$ cat config.mk
export PLATFORM = sky130hd
export DESIGN_NAME = slow_start_push_window_table
export DESIGN_NICKNAME = d
export VERILOG_FILES = /design/src/hdl/sspwt_pkg.sv /design/src/hdl/sspwt_mem.sv /design/src/hdl/sspwt_update.sv /design/src/hdl/sspwt_sleep.sv /design/src/hdl/slow_start_push_window_table.sv
export SDC_FILE = /design/constraint.sdc
export NUM_CORES = 2
export LEC_CHECK = 0
export BUFFER_PORTS_ARGS = -buffer_cell sky130_fd_sc_hd__buf_2
export CAP_MARGIN = 10
export CELL_PAD_IN_SITES_DETAIL_PLACEMENT = 1
export CELL_PAD_IN_SITES_GLOBAL_PLACEMENT = 1
export CORE_ASPECT_RATIO = 1.25
export CORE_MARGIN = 5
export CORE_UTILIZATION = 52
export CTS_CLUSTER_DIAMETER = 120
export DETAILED_ROUTE_END_ITERATION = 6
export PLACE_DENSITY = 0.71
export SYNTH_ARGS = -nofsm -noshare
export SYNTH_HDL_FRONTEND = slang
export SYNTH_SLANG_ARGS = --single-unit
$ cat constraint.sdc
create_clock -name clk -period 9.3 [get_ports clk]
set_clock_uncertainty 0.1 [all_clocks]
set_input_delay 0 -clock clk [delete_from_list [all_inputs] [get_ports clk]]
set_output_delay 0 -clock clk [all_outputs]
set_load 0.02 [all_outputs]
$ cat src/hdl/sspwt_pkg.sv
`default_nettype none
package sspwt_pkg;

  localparam int KIND_W    = 2;
  localparam int DEST_W    = 6;
  localparam int WINDOW_W  = 16;
  localparam int SLEEP_W   = 20;
  localparam int MIF_W     = 16;
  localparam int ADDR_W    = 4;
  localparam int DATA_W    = 32;
  localparam int CREDIT_W  = 22;
  localparam int PEN_MUL_W = 10;
  localparam int REG_IDX_W = 2;

  typedef enum logic [KIND_W-1:0] {
    KIND_SUCCESS = 2'd0,
    KIND_CONGEST = 2'd1,
    KIND_QUERY   = 2'd2,
    KIND_CLEAR   = 2'd3
  } kind_t;

  localparam logic [REG_IDX_W-1:0] REG_MAX_IN_FLIGHT = 2'd0;
  localparam logic [REG_IDX_W-1:0] REG_INITIAL_SLEEP = 2'd1;
  localparam logic [REG_IDX_W-1:0] REG_MAX_SLEEP     = 2'd2;

  localparam logic [MIF_W-1:0]   RST_MAX_IN_FLIGHT = 16'd32;
  localparam logic [SLEEP_W-1:0] RST_INITIAL_SLEEP = 20'd500;
  localparam logic [SLEEP_W-1:0] RST_MAX_SLEEP     = 20'd2000;

  localparam logic [CREDIT_W-WINDOW_W-1:0] STEP_CREDIT_MS = 6'd60;
  localparam logic [PEN_MUL_W-1:0]         RUN_PENALTY_MS = 10'd1000;
  localparam logic [WINDOW_W-1:0]          WIN_OUT_MAX    = 16'hFFFF;

endpackage
`default_nettype wire

$ cat src/hdl/sspwt_mem.sv
`default_nettype none
module sspwt_mem #(
  parameter int DEPTH = 64,
  parameter int WIDTH = 64,
  parameter int AW    = 6
) (
  input  wire logic             clk,
  input  wire logic             rd_en,
  input  wire logic [AW-1:0]    rd_addr,
  output logic      [WIDTH-1:0] rd_data,
  input  wire logic             wr_en,
  input  wire logic [AW-1:0]    wr_addr,
  input  wire logic [WIDTH-1:0] wr_data
);

  logic [WIDTH-1:0] mem [DEPTH];

  always_ff @(posedge clk) begin
    if (wr_en) begin
      mem[wr_addr] <= wr_data;
    end
    if (rd_en) begin
      rd_data <= mem[rd_addr];
    end
  end

endmodule
`default_nettype wire

$ cat src/hdl/sspwt_update.sv
`default_nettype none
module sspwt_update
  import sspwt_pkg::*;
#(
  parameter int CW   = 16,
  parameter int TH_W = 16
) (
  input  wire kind_t             kind,
  input  wire logic              fresh,
  input  wire logic [MIF_W-1:0]  max_in_flight,
  input  wire logic [CW-1:0]     cur_window,
  input  wire logic [TH_W-1:0]   cur_threshold,
  input  wire logic [CW-1:0]     cur_avoid,
  input  wire logic [CW-1:0]     cur_run,
  output logic      [CW-1:0]     new_window,
  output logic      [TH_W-1:0]   new_threshold,
  output logic      [CW-1:0]     new_avoid,
  output logic      [CW-1:0]     new_run
);

  localparam logic [CW-1:0] CNT_MAX = {CW{1'b1}};
  localparam logic [CW-1:0] ONE     = CW'(1);

  logic [CW-1:0]   base_w;
  logic [TH_W-1:0] base_thr;
  logic [CW-1:0]   base_avoid;
  logic [CW-1:0]   base_run;
  logic [CW-1:0]   avoid_inc;
  logic [CW-1:0]   win_inc;
  logic [CW-1:0]   run_inc;

  always_comb begin
    if (fresh) begin
      base_w     = ONE;
      base_thr   = TH_W'(max_in_flight);
      base_avoid = '0;
      base_run   = '0;
    end else begin
      base_w     = cur_window;
      base_thr   = cur_threshold;
      base_avoid = cur_avoid;
      base_run   = cur_run;
    end
  end

  assign avoid_inc = (base_avoid == CNT_MAX) ? CNT_MAX : base_avoid + ONE;
  assign win_inc   = (base_w == CNT_MAX) ? CNT_MAX : base_w + ONE;
  assign run_inc   = (base_run == CNT_MAX) ? CNT_MAX : base_run + ONE;

  always_comb begin
    new_window    = base_w;
    new_threshold = base_thr;
    new_avoid     = base_avoid;
    new_run       = base_run;
    case (kind)
      KIND_SUCCESS: begin
        new_run = '0;
        if (TH_W'(base_w) >= base_thr) begin
          if (avoid_inc >= base_w) begin
            new_window = win_inc;
            new_avoid  = '0;
          end else begin
            new_avoid = avoid_inc;
          end
        end else begin
          new_window = win_inc;
        end
      end
      KIND_CONGEST: begin
        if (base_w <= ONE) begin
          new_window    = ONE;
          new_run       = run_inc;
          new_threshold = TH_W'(ONE);
        end else begin
          new_window    = base_w >> 1;
          new_threshold = TH_W'(base_w >> 1);
        end
        new_avoid = '0;
      end
      default: begin
      end
    endcase
  end

endmodule
`default_nettype wire

$ cat src/hdl/sspwt_sleep.sv
`default_nettype none
module sspwt_sleep
  import sspwt_pkg::*;
#(
  parameter int CW   = 16,
  parameter int TH_W = 16
) (
  input  wire logic               clk,
  input  wire logic [CW-1:0]      window,
  input  wire logic [CW-1:0]      run,
  input  wire logic [MIF_W-1:0]   max_in_flight,
  input  wire logic [SLEEP_W-1:0] initial_sleep_ms,
  input  wire logic [SLEEP_W-1:0] max_sleep_ms,
  output logic      [SLEEP_W-1:0] sleep_ms
);

  localparam int PEN_W = CW + PEN_MUL_W;
  localparam int SUM_W = ((PEN_W > CREDIT_W) ? PEN_W : CREDIT_W) + 2;

  logic                       a_below;
  logic                       a_one;
  logic [CREDIT_W-1:0]        a_credit;
  logic [PEN_W-1:0]           a_pen;
  logic                       b_below;
  logic                       b_one;
  logic signed [SUM_W-1:0]    b_sum;
  logic signed [SUM_W-1:0]    cap;
  logic [WINDOW_W-1:0]        w_lo;
  logic                       w_one;

  assign w_lo  = WINDOW_W'(window);
  assign w_one = (window == CW'(1));

  always_ff @(posedge clk) begin
    a_below  <= TH_W'(window) < TH_W'(max_in_flight);
    a_one    <= w_one;
    a_credit <= CREDIT_W'(w_lo) * CREDIT_W'(STEP_CREDIT_MS);
    a_pen    <= w_one ? PEN_W'(run) * PEN_W'(RUN_PENALTY_MS) : '0;
    b_below  <= a_below;
    b_one    <= a_one;
    b_sum    <= $signed(SUM_W'(initial_sleep_ms) + SUM_W'(a_pen) - SUM_W'(a_credit));
  end

  assign cap = $signed(SUM_W'(max_sleep_ms));

  always_comb begin
    if (!b_below || b_sum < 0) begin
      sleep_ms = '0;
    end else if (b_one && b_sum > cap) begin
      sleep_ms = max_sleep_ms;
    end else begin
      sleep_ms = SLEEP_W'(b_sum);
    end
  end

endmodule
`default_nettype wire

$ cat src/hdl/slow_start_push_window_table.sv
// Per-destination push-window table with slow start and halving on congestion.
// An input item carries kind (success, congestion, query or clear all) and
// dest_index, taken modulo DEST_COUNT. Each item yields exactly one result item
// with the entry's updated window and a sleep time in milliseconds; a clear
// yields zeros and invalidates every entry.
// Both channels use valid and stall. An item is taken when in_valid is high and
// in_stall is low. Its entry is read from the table, written back by the
// read-modify-write, and passed through the two sleep stages before the result
// enters the output register; the next item is taken the cycle after that at the
// earliest, so no new item is taken while one is being worked on. A finished
// result waits in the output register while out_stall is high, and the next item
// is still taken and worked on; it waits before the output register until the
// earlier result leaves. Reset invalidates all entries at once and loads the
// register defaults: max_in_flight 32, initial_sleep_ms 500, max_sleep_ms 2000.
// Registers are written over the APB port at byte addresses 0, 4 and 8; the user
// must do so only while the block is idle, as the block does not enforce it.
`default_nettype none
module slow_start_push_window_table
  import sspwt_pkg::*;
#(
  parameter int DEST_COUNT  = 64,
  parameter int COUNT_WIDTH = 16
) (
  input  wire logic                clk,
  input  wire logic                rst,
  input  wire logic                in_valid,
  output logic                     in_stall,
  input  wire logic [KIND_W-1:0]   kind,
  input  wire logic [DEST_W-1:0]   dest_index,
  output logic                     out_valid,
  input  wire logic                out_stall,
  output logic      [WINDOW_W-1:0] window,
  output logic      [SLEEP_W-1:0]  sleep_ms,
  input  wire logic                psel,
  input  wire logic                penable,
  input  wire logic                pwrite,
  input  wire logic [ADDR_W-1:0]   paddr,
  input  wire logic [DATA_W-1:0]   pwdata,
  output logic      [DATA_W-1:0]   prdata,
  output logic                     pready
);

  localparam int IDX_W  = (DEST_COUNT > 1) ? $clog2(DEST_COUNT) : 1;
  localparam int TH_W   = (COUNT_WIDTH > WINDOW_W) ? COUNT_WIDTH : WINDOW_W;
  localparam int WORD_W = 3 * COUNT_WIDTH + TH_W;
  localparam int IN_SPAN = 2 ** DEST_W;

  typedef enum logic [4:0] {
    ST_IDLE = 5'b00001,
    ST_READ = 5'b00010,
    ST_PROD = 5'b00100,
    ST_SUM  = 5'b01000,
    ST_DONE = 5'b10000
  } state_t;

  state_t state;
  state_t state_next;

  logic [MIF_W-1:0]   max_in_flight;
  logic [SLEEP_W-1:0] initial_sleep_ms;
  logic [SLEEP_W-1:0] max_sleep_ms;
  logic               cfg_write;
  logic [REG_IDX_W-1:0] reg_idx;

  logic [IDX_W-1:0]   idx_tbl [IN_SPAN];
  logic [DEST_COUNT-1:0] entry_valid;
  logic               in_accept;
  logic [IDX_W-1:0]   in_idx;
  kind_t              kind_q;
  logic [IDX_W-1:0]   idx_q;

  logic [WORD_W-1:0]  rd_word;
  logic [WORD_W-1:0]  wr_word;
  logic               wr_en;

  logic [COUNT_WIDTH-1:0] cur_w;
  logic [TH_W-1:0]        cur_thr;
  logic [COUNT_WIDTH-1:0] cur_avoid;
  logic [COUNT_WIDTH-1:0] cur_run;
  logic [COUNT_WIDTH-1:0] new_w;
  logic [TH_W-1:0]        new_thr;
  logic [COUNT_WIDTH-1:0] new_avoid;
  logic [COUNT_WIDTH-1:0] new_run;

  logic [COUNT_WIDTH-1:0] upd_w;
  logic [COUNT_WIDTH-1:0] upd_run;
  logic [SLEEP_W-1:0]     calc_sleep;
  logic [WINDOW_W-1:0]    win_sat;
  logic                   out_load;

  // Configuration port.
  assign pready    = 1'b1;
  assign reg_idx   = paddr[3:2];
  assign cfg_write = psel && penable && pwrite;

  always_ff @(posedge clk) begin
    if (rst) begin
      max_in_flight    <= RST_MAX_IN_FLIGHT;
      initial_sleep_ms <= RST_INITIAL_SLEEP;
      max_sleep_ms     <= RST_MAX_SLEEP;
    end else if (cfg_write) begin
      case (reg_idx)
        REG_MAX_IN_FLIGHT: max_in_flight    <= pwdata[MIF_W-1:0];
        REG_INITIAL_SLEEP: initial_sleep_ms <= pwdata[SLEEP_W-1:0];
        REG_MAX_SLEEP:     max_sleep_ms     <= pwdata[SLEEP_W-1:0];
        default: begin
        end
      endcase
    end
  end

  always_comb begin
    case (reg_idx)
      REG_MAX_IN_FLIGHT: prdata = DATA_W'(max_in_flight);
      REG_INITIAL_SLEEP: prdata = DATA_W'(initial_sleep_ms);
      REG_MAX_SLEEP:     prdata = DATA_W'(max_sleep_ms);
      default:           prdata = '0;
    endcase
  end

  // Destination index folded into the table depth.
  for (genvar g = 0; g < IN_SPAN; g++) begin : g_idx
    assign idx_tbl[g] = IDX_W'(g % DEST_COUNT);
  end

  assign in_idx    = idx_tbl[dest_index];
  assign in_stall  = (state != ST_IDLE);
  assign in_accept = in_valid && !in_stall;

  always_comb begin
    case (state)
      ST_IDLE: state_next = in_accept ? ST_READ : ST_IDLE;
      ST_READ: state_next = ST_PROD;
      ST_PROD: state_next = ST_SUM;
      ST_SUM:  state_next = ST_DONE;
      ST_DONE: state_next = out_load ? ST_IDLE : ST_DONE;
      default: state_next = ST_IDLE;
    endcase
  end

  always_ff @(posedge clk) begin
    if (rst) begin
      state <= ST_IDLE;
    end else begin
      state <= state_next;
    end
  end

  always_ff @(posedge clk) begin
    if (in_accept) begin
      kind_q <= kind_t'(kind);
      idx_q  <= in_idx;
    end
  end

  always_ff @(posedge clk) begin
    if (rst) begin
      entry_valid <= '0;
    end else if (in_accept && kind_t'(kind) == KIND_CLEAR) begin
      entry_valid <= '0;
    end else if (wr_en) begin
      entry_valid[idx_q] <= 1'b1;
    end
  end

  // Entry table and its read-modify-write.
  assign wr_en   = (state == ST_READ) && (kind_q != KIND_CLEAR);
  assign wr_word = {new_run, new_avoid, new_thr, new_w};

  assign cur_w     = rd_word[COUNT_WIDTH-1:0];
  assign cur_thr   = rd_word[COUNT_WIDTH+TH_W-1:COUNT_WIDTH];
  assign cur_avoid = rd_word[2*COUNT_WIDTH+TH_W-1:COUNT_WIDTH+TH_W];
  assign cur_run   = rd_word[WORD_W-1:2*COUNT_WIDTH+TH_W];

  sspwt_mem #(
    .DEPTH (DEST_COUNT),
    .WIDTH (WORD_W),
    .AW    (IDX_W)
  ) u_mem (
    .clk     (clk),
    .rd_en   (in_accept),
    .rd_addr (in_idx),
    .rd_data (rd_word),
    .wr_en   (wr_en),
    .wr_addr (idx_q),
    .wr_data (wr_word)
  );

  sspwt_update #(
    .CW   (COUNT_WIDTH),
    .TH_W (TH_W)
  ) u_update (
    .kind          (kind_q),
    .fresh         (!entry_valid[idx_q]),
    .max_in_flight (max_in_flight),
    .cur_window    (cur_w),
    .cur_threshold (cur_thr),
    .cur_avoid     (cur_avoid),
    .cur_run       (cur_run),
    .new_window    (new_w),
    .new_threshold (new_thr),
    .new_avoid     (new_avoid),
    .new_run       (new_run)
  );

  always_ff @(posedge clk) begin
    if (state == ST_READ) begin
      upd_w   <= new_w;
      upd_run <= new_run;
    end
  end

  sspwt_sleep #(
    .CW   (COUNT_WIDTH),
    .TH_W (TH_W)
  ) u_sleep (
    .clk              (clk),
    .window           (upd_w),
    .run              (upd_run),
    .max_in_flight    (max_in_flight),
    .initial_sleep_ms (initial_sleep_ms),
    .max_sleep_ms     (max_sleep_ms),
    .sleep_ms         (calc_sleep)
  );

  // Output register.
  assign win_sat  = (TH_W'(upd_w) > TH_W'(WIN_OUT_MAX)) ? WIN_OUT_MAX : WINDOW_W'(upd_w);
  assign out_load = (state == ST_DONE) && (!out_valid || !out_stall);

  always_ff @(posedge clk) begin
    if (rst) begin
      out_valid <= 1'b0;
    end else if (out_load) begin
      out_valid <= 1'b1;
    end else if (!out_stall) begin
      out_valid <= 1'b0;
    end
  end

  always_ff @(posedge clk) begin
    if (out_load) begin
      if (kind_q == KIND_CLEAR) begin
        window   <= '0;
        sleep_ms <= '0;
      end else begin
        window   <= win_sat;
        sleep_ms <= calc_sleep;
      end
    end
  end

endmodule
`default_nettype wire

==> reports/metrics.yaml <==
power:
  p_int_mw: 33.6
  pwr-share-seq: 0.523
  combPwrFrac: 0.079
  p_leak_nw: 64.0
  irDropWorstVdd_mv: 0.175
  netSwitchingFraction: 0.228
  totalPowerFinal_mw: 43.6
  p_per_area_mw_per_mm2: 219
  p_clk_frac: 0.398
  p_switching_mw: 9.95
global_routing:
  antenna_found_initial: 17
  grt_pass1_wl_microns: 744000
  track_usage: 0.305
  grt_pass1_vias: 93200
  grt_overflow: 0
  grt_max_degree: 130
min_path:
  hp-class: "in -> reg"
  hold_path_depth: 2
  hold_start: "dest_index[0]"
  holdPathEnd: "idx_q[0]"
die:
  die_x_microns: 531
  core-area_sq_mm: 0.339
  die_height_microns: 661
  start_util: 0.521
  rows: 239
  dieArea_sq_mm: 0.351
  ioPinCount: 122
timing:
  finalWorstPathRequiredPeriod_ns: 7.99
  relSlewSlack: 0.105
  worst_pin_slew_ns: 1.34
  drv_slew: 0
  fmax_ghz: 0.125
  finalSetupTns_ns: 0
  fin_crit_sh: 0.859
  rsz0062_at_grt: "false"
  finalSetupViolCount: 0
  hold_viol: 0
route:
  wl_microns: 532000
  antenna_left: 0
  firstDrtPassIters: 6
  vias: 90700
  routedWlPerCell_microns: 39.9
  drtIter0Drc: 11800
  avgViaCountPerCell: 6.81
  drc_errors: 0
clocking:
  htree_levels: 5
  post-cts-setup-buffer-count: 0
  cts_resized: 0
  clock_sinks: 4437
  root_buffer: "clkbuf_16"
  hold_buffers: 77
  cts_tree: "yes"
  clkTransAtPathRegs_ns: 0.06
  clock_latency_ns: 0.98
  cts_max_path_buffers: 4
  cts_made_buffers: 421
cells_and_area:
  area_growth_syn_to_layout_pct: 12.9
  num-fill-cells: 28000
  utilization: 0.588
  drive_above_1_share: 0.282
  finalNetCount: 8833
worst_setup_path:
  critPathRequiredTime_ns: 9.92
  worstPathMaxFanout: 49
  critPathSlowestCell: "edfxtp_1"
  worstPathArrival_ns: 8.61
  r2r_end: "u_mem.mem[36][37]"
  critPathKind: "reg -> reg"
  cp_cell_sequence: "inv_2, o32ai_1, a2111oi_0, o21ai_1, o311a_4, mux2_4, ha_1, nand2b_1, a211oi_1, o31ai_1, a2111oi_2, o21ai_1, nand2_1, nor2_1, nand2_1, a21oi_4, buf_4"
  cpPeakStageDelay_ns: 0.92
  r2r_start: "idx_q[2]"
  cp-start-kind: "flip-flop"
  reg2reg_setup_slack_ns: 1.31
  r2r_cells: 17
  cp-end-kind: "flip-flop"
status:
  status: "finished clean"
placement:
  place_hpwl_microns: 290000
  portBuffers: 94
  place_congestion: 0.900
yosys:
  syn_area_sq_mm: 0.176
  ys_seq_elements: 4437
  ys.flop_type: "edfxtp_1"
  synth-async-reset-ratio: 0
  synth_area_per_cell_sq_um: 21.9
  synth_edf_count: 4236
  synthCells: 8045
  ys_types: 92
  seq_area_frac_synth: 0.744
  ys.warnings.count: 0
job:
  maxCapViolations: 0
state kept, by name, indices dropped and copies added (netlist names), 20 cells and up:
| name | count |
|---|---|
| u_sleep.b_sum | 28 |
| max_sleep_ms | 20 |
| u_mem.mem | 4096 |
| u_sleep.a_credit | 20 |
| u_mem.rd_data | 64 |
| u_sleep.a_pen | 23 |
| sleep_ms | 20 |
| initial_sleep_ms | 20 |
| entry_valid | 64 |
placed cells by master (no fill, tap or decap), types with 85 or more instances in the layout:
cell          n
a21oi_1     170
buf_2        88
buf_4       209
clkbuf_16   429
clkinv_1     93
dfxtp_1     201
edfxtp_1   4236
fa_1         85
ha_1        192
inv_1       173
mux4_2     1348
nand2_1     215
nor2_1      152
stage by stage:
stage	instance area, sq um	hold WS [ns]	setup slack (ns)	instances
after floorplan	176000	-0.00113	1.38	8056
after global placement	184000	0.162	1.86	12500
after detailed placement	184000	0.166	1.61	12500
after CTS	199000	0.0684	1.56	13300
after global routing	199000	0.110	0.888	13300
final	199000	0.0720	1.31	13300
Yosys cell counts, types with 7 or more instances:
master	number	area, sq um
nand3b_1	12	90.1
or3_1	8	50.1
a21oi_2	14	123
o21ai_0	81	405
nand2_1	216	811
mux4_2	1348	30400
nor3_1	34	170
a31oi_1	14	87.6
and3_1	20	125
nor2_1	227	852
buf_4	17	128
a211o_1	14	123
a211oi_1	19	143
and2_1	22	138
buf_2	49	245
a21o_1	40	300
a221oi_1	20	175
mux2i_1	44	440
edfxtp_1	4236	127000
nand2b_1	21	131
xnor2_1	54	473
a21oi_1	195	976
or4_1	7	52.6
nand4_1	23	144
o31ai_1	8	60.1
nand3_1	45	225
clkbuf_1	277	1040
inv_1	173	649
o21a_1	80	601
inv_2	7	26.3
xor2_1	32	280
dfxtp_1	201	4020
o211ai_1	13	97.6
a22o_1	10	87.6
buf_1	53	199
nor2b_1	17	106
nor4_1	10	62.6
ha_1	192	2400
fa_1	85	1700
how the worst max path moves through the flow:
stage	from	to	cells after the start
after global placement	idx_q[0]	u_mem.mem[58][37]	18
after floorplan	idx_q[0]	u_mem.mem[0][5]	22
after global routing	idx_q[0]	u_mem.mem[36][37]	18
after detailed placement	idx_q[0]	u_mem.mem[46][37]	17
final	idx_q[2]	u_mem.mem[36][37]	17
after CTS	idx_q[0]	u_mem.mem[46][37]	17
power by group through the flow:
stage	Combinational, mW	Sequential [mW]	Clock (mW)
floorplan	2.19	23.1	0
global placement	3.27	23.2	0
detailed placement	3.41	23.2	0
CTS	3.44	22.8	17.5
global route	3.70	22.8	18.5
finish	3.45	22.8	17.3
layer usage:
layer,part of all wire,global-route usage,vias to the layer above
li1,-,-,34600
met1,0.35,0.395,48900
met2,0.50,0.502,5892
met3,0.095,0.0572,1333
met4,0.059,0.148,18
met5,0.00024,0,-
worst max-delay path, delay by kind of cell, from the launching register on:
family | cells | cell delay, ns
fa+ha+maj | 1 | 0.28
mux | 1 | 0.37
compound gates | 9 | 3.58
buf+inv | 2 | 0.73
simple gates | 4 | 1.63
flops | 1 | 0.92
cell type report:
type / instances / area [sq um] / area share
sequential: 4437 / 131000 / 0.659
multi-input combinational: 3038 / 44000 / 0.221
timing repair buffer: 426 / 3800 / 0.0191
tap: 4458 / 5580 / 0.0280
clock inverter: 281 / 2810 / 0.0141
clock buffer: 500 / 11000 / 0.0553
antenna: 6 / 15.0 / 0.0000754
inverter: 181 / 679 / 0.00341
logic make-up (layout without fill, tap and decap cells):
logic type / Yosys count / count (layout) / share of synthesized area
buf+inv: 581 / 1388 / 0.0133
flops: 4437 / 4437 / 0.744
mux: 1398 / 1398 / 0.175
other cells: 2 / 19 / 0.0000426
simple gates: 692 / 692 / 0.0181
xor+xnor: 86 / 86 / 0.00427
fa+ha+maj: 277 / 277 / 0.0233
compound gates: 572 / 572 / 0.0215
Note: power is estimated with default switching activity, not from simulation.
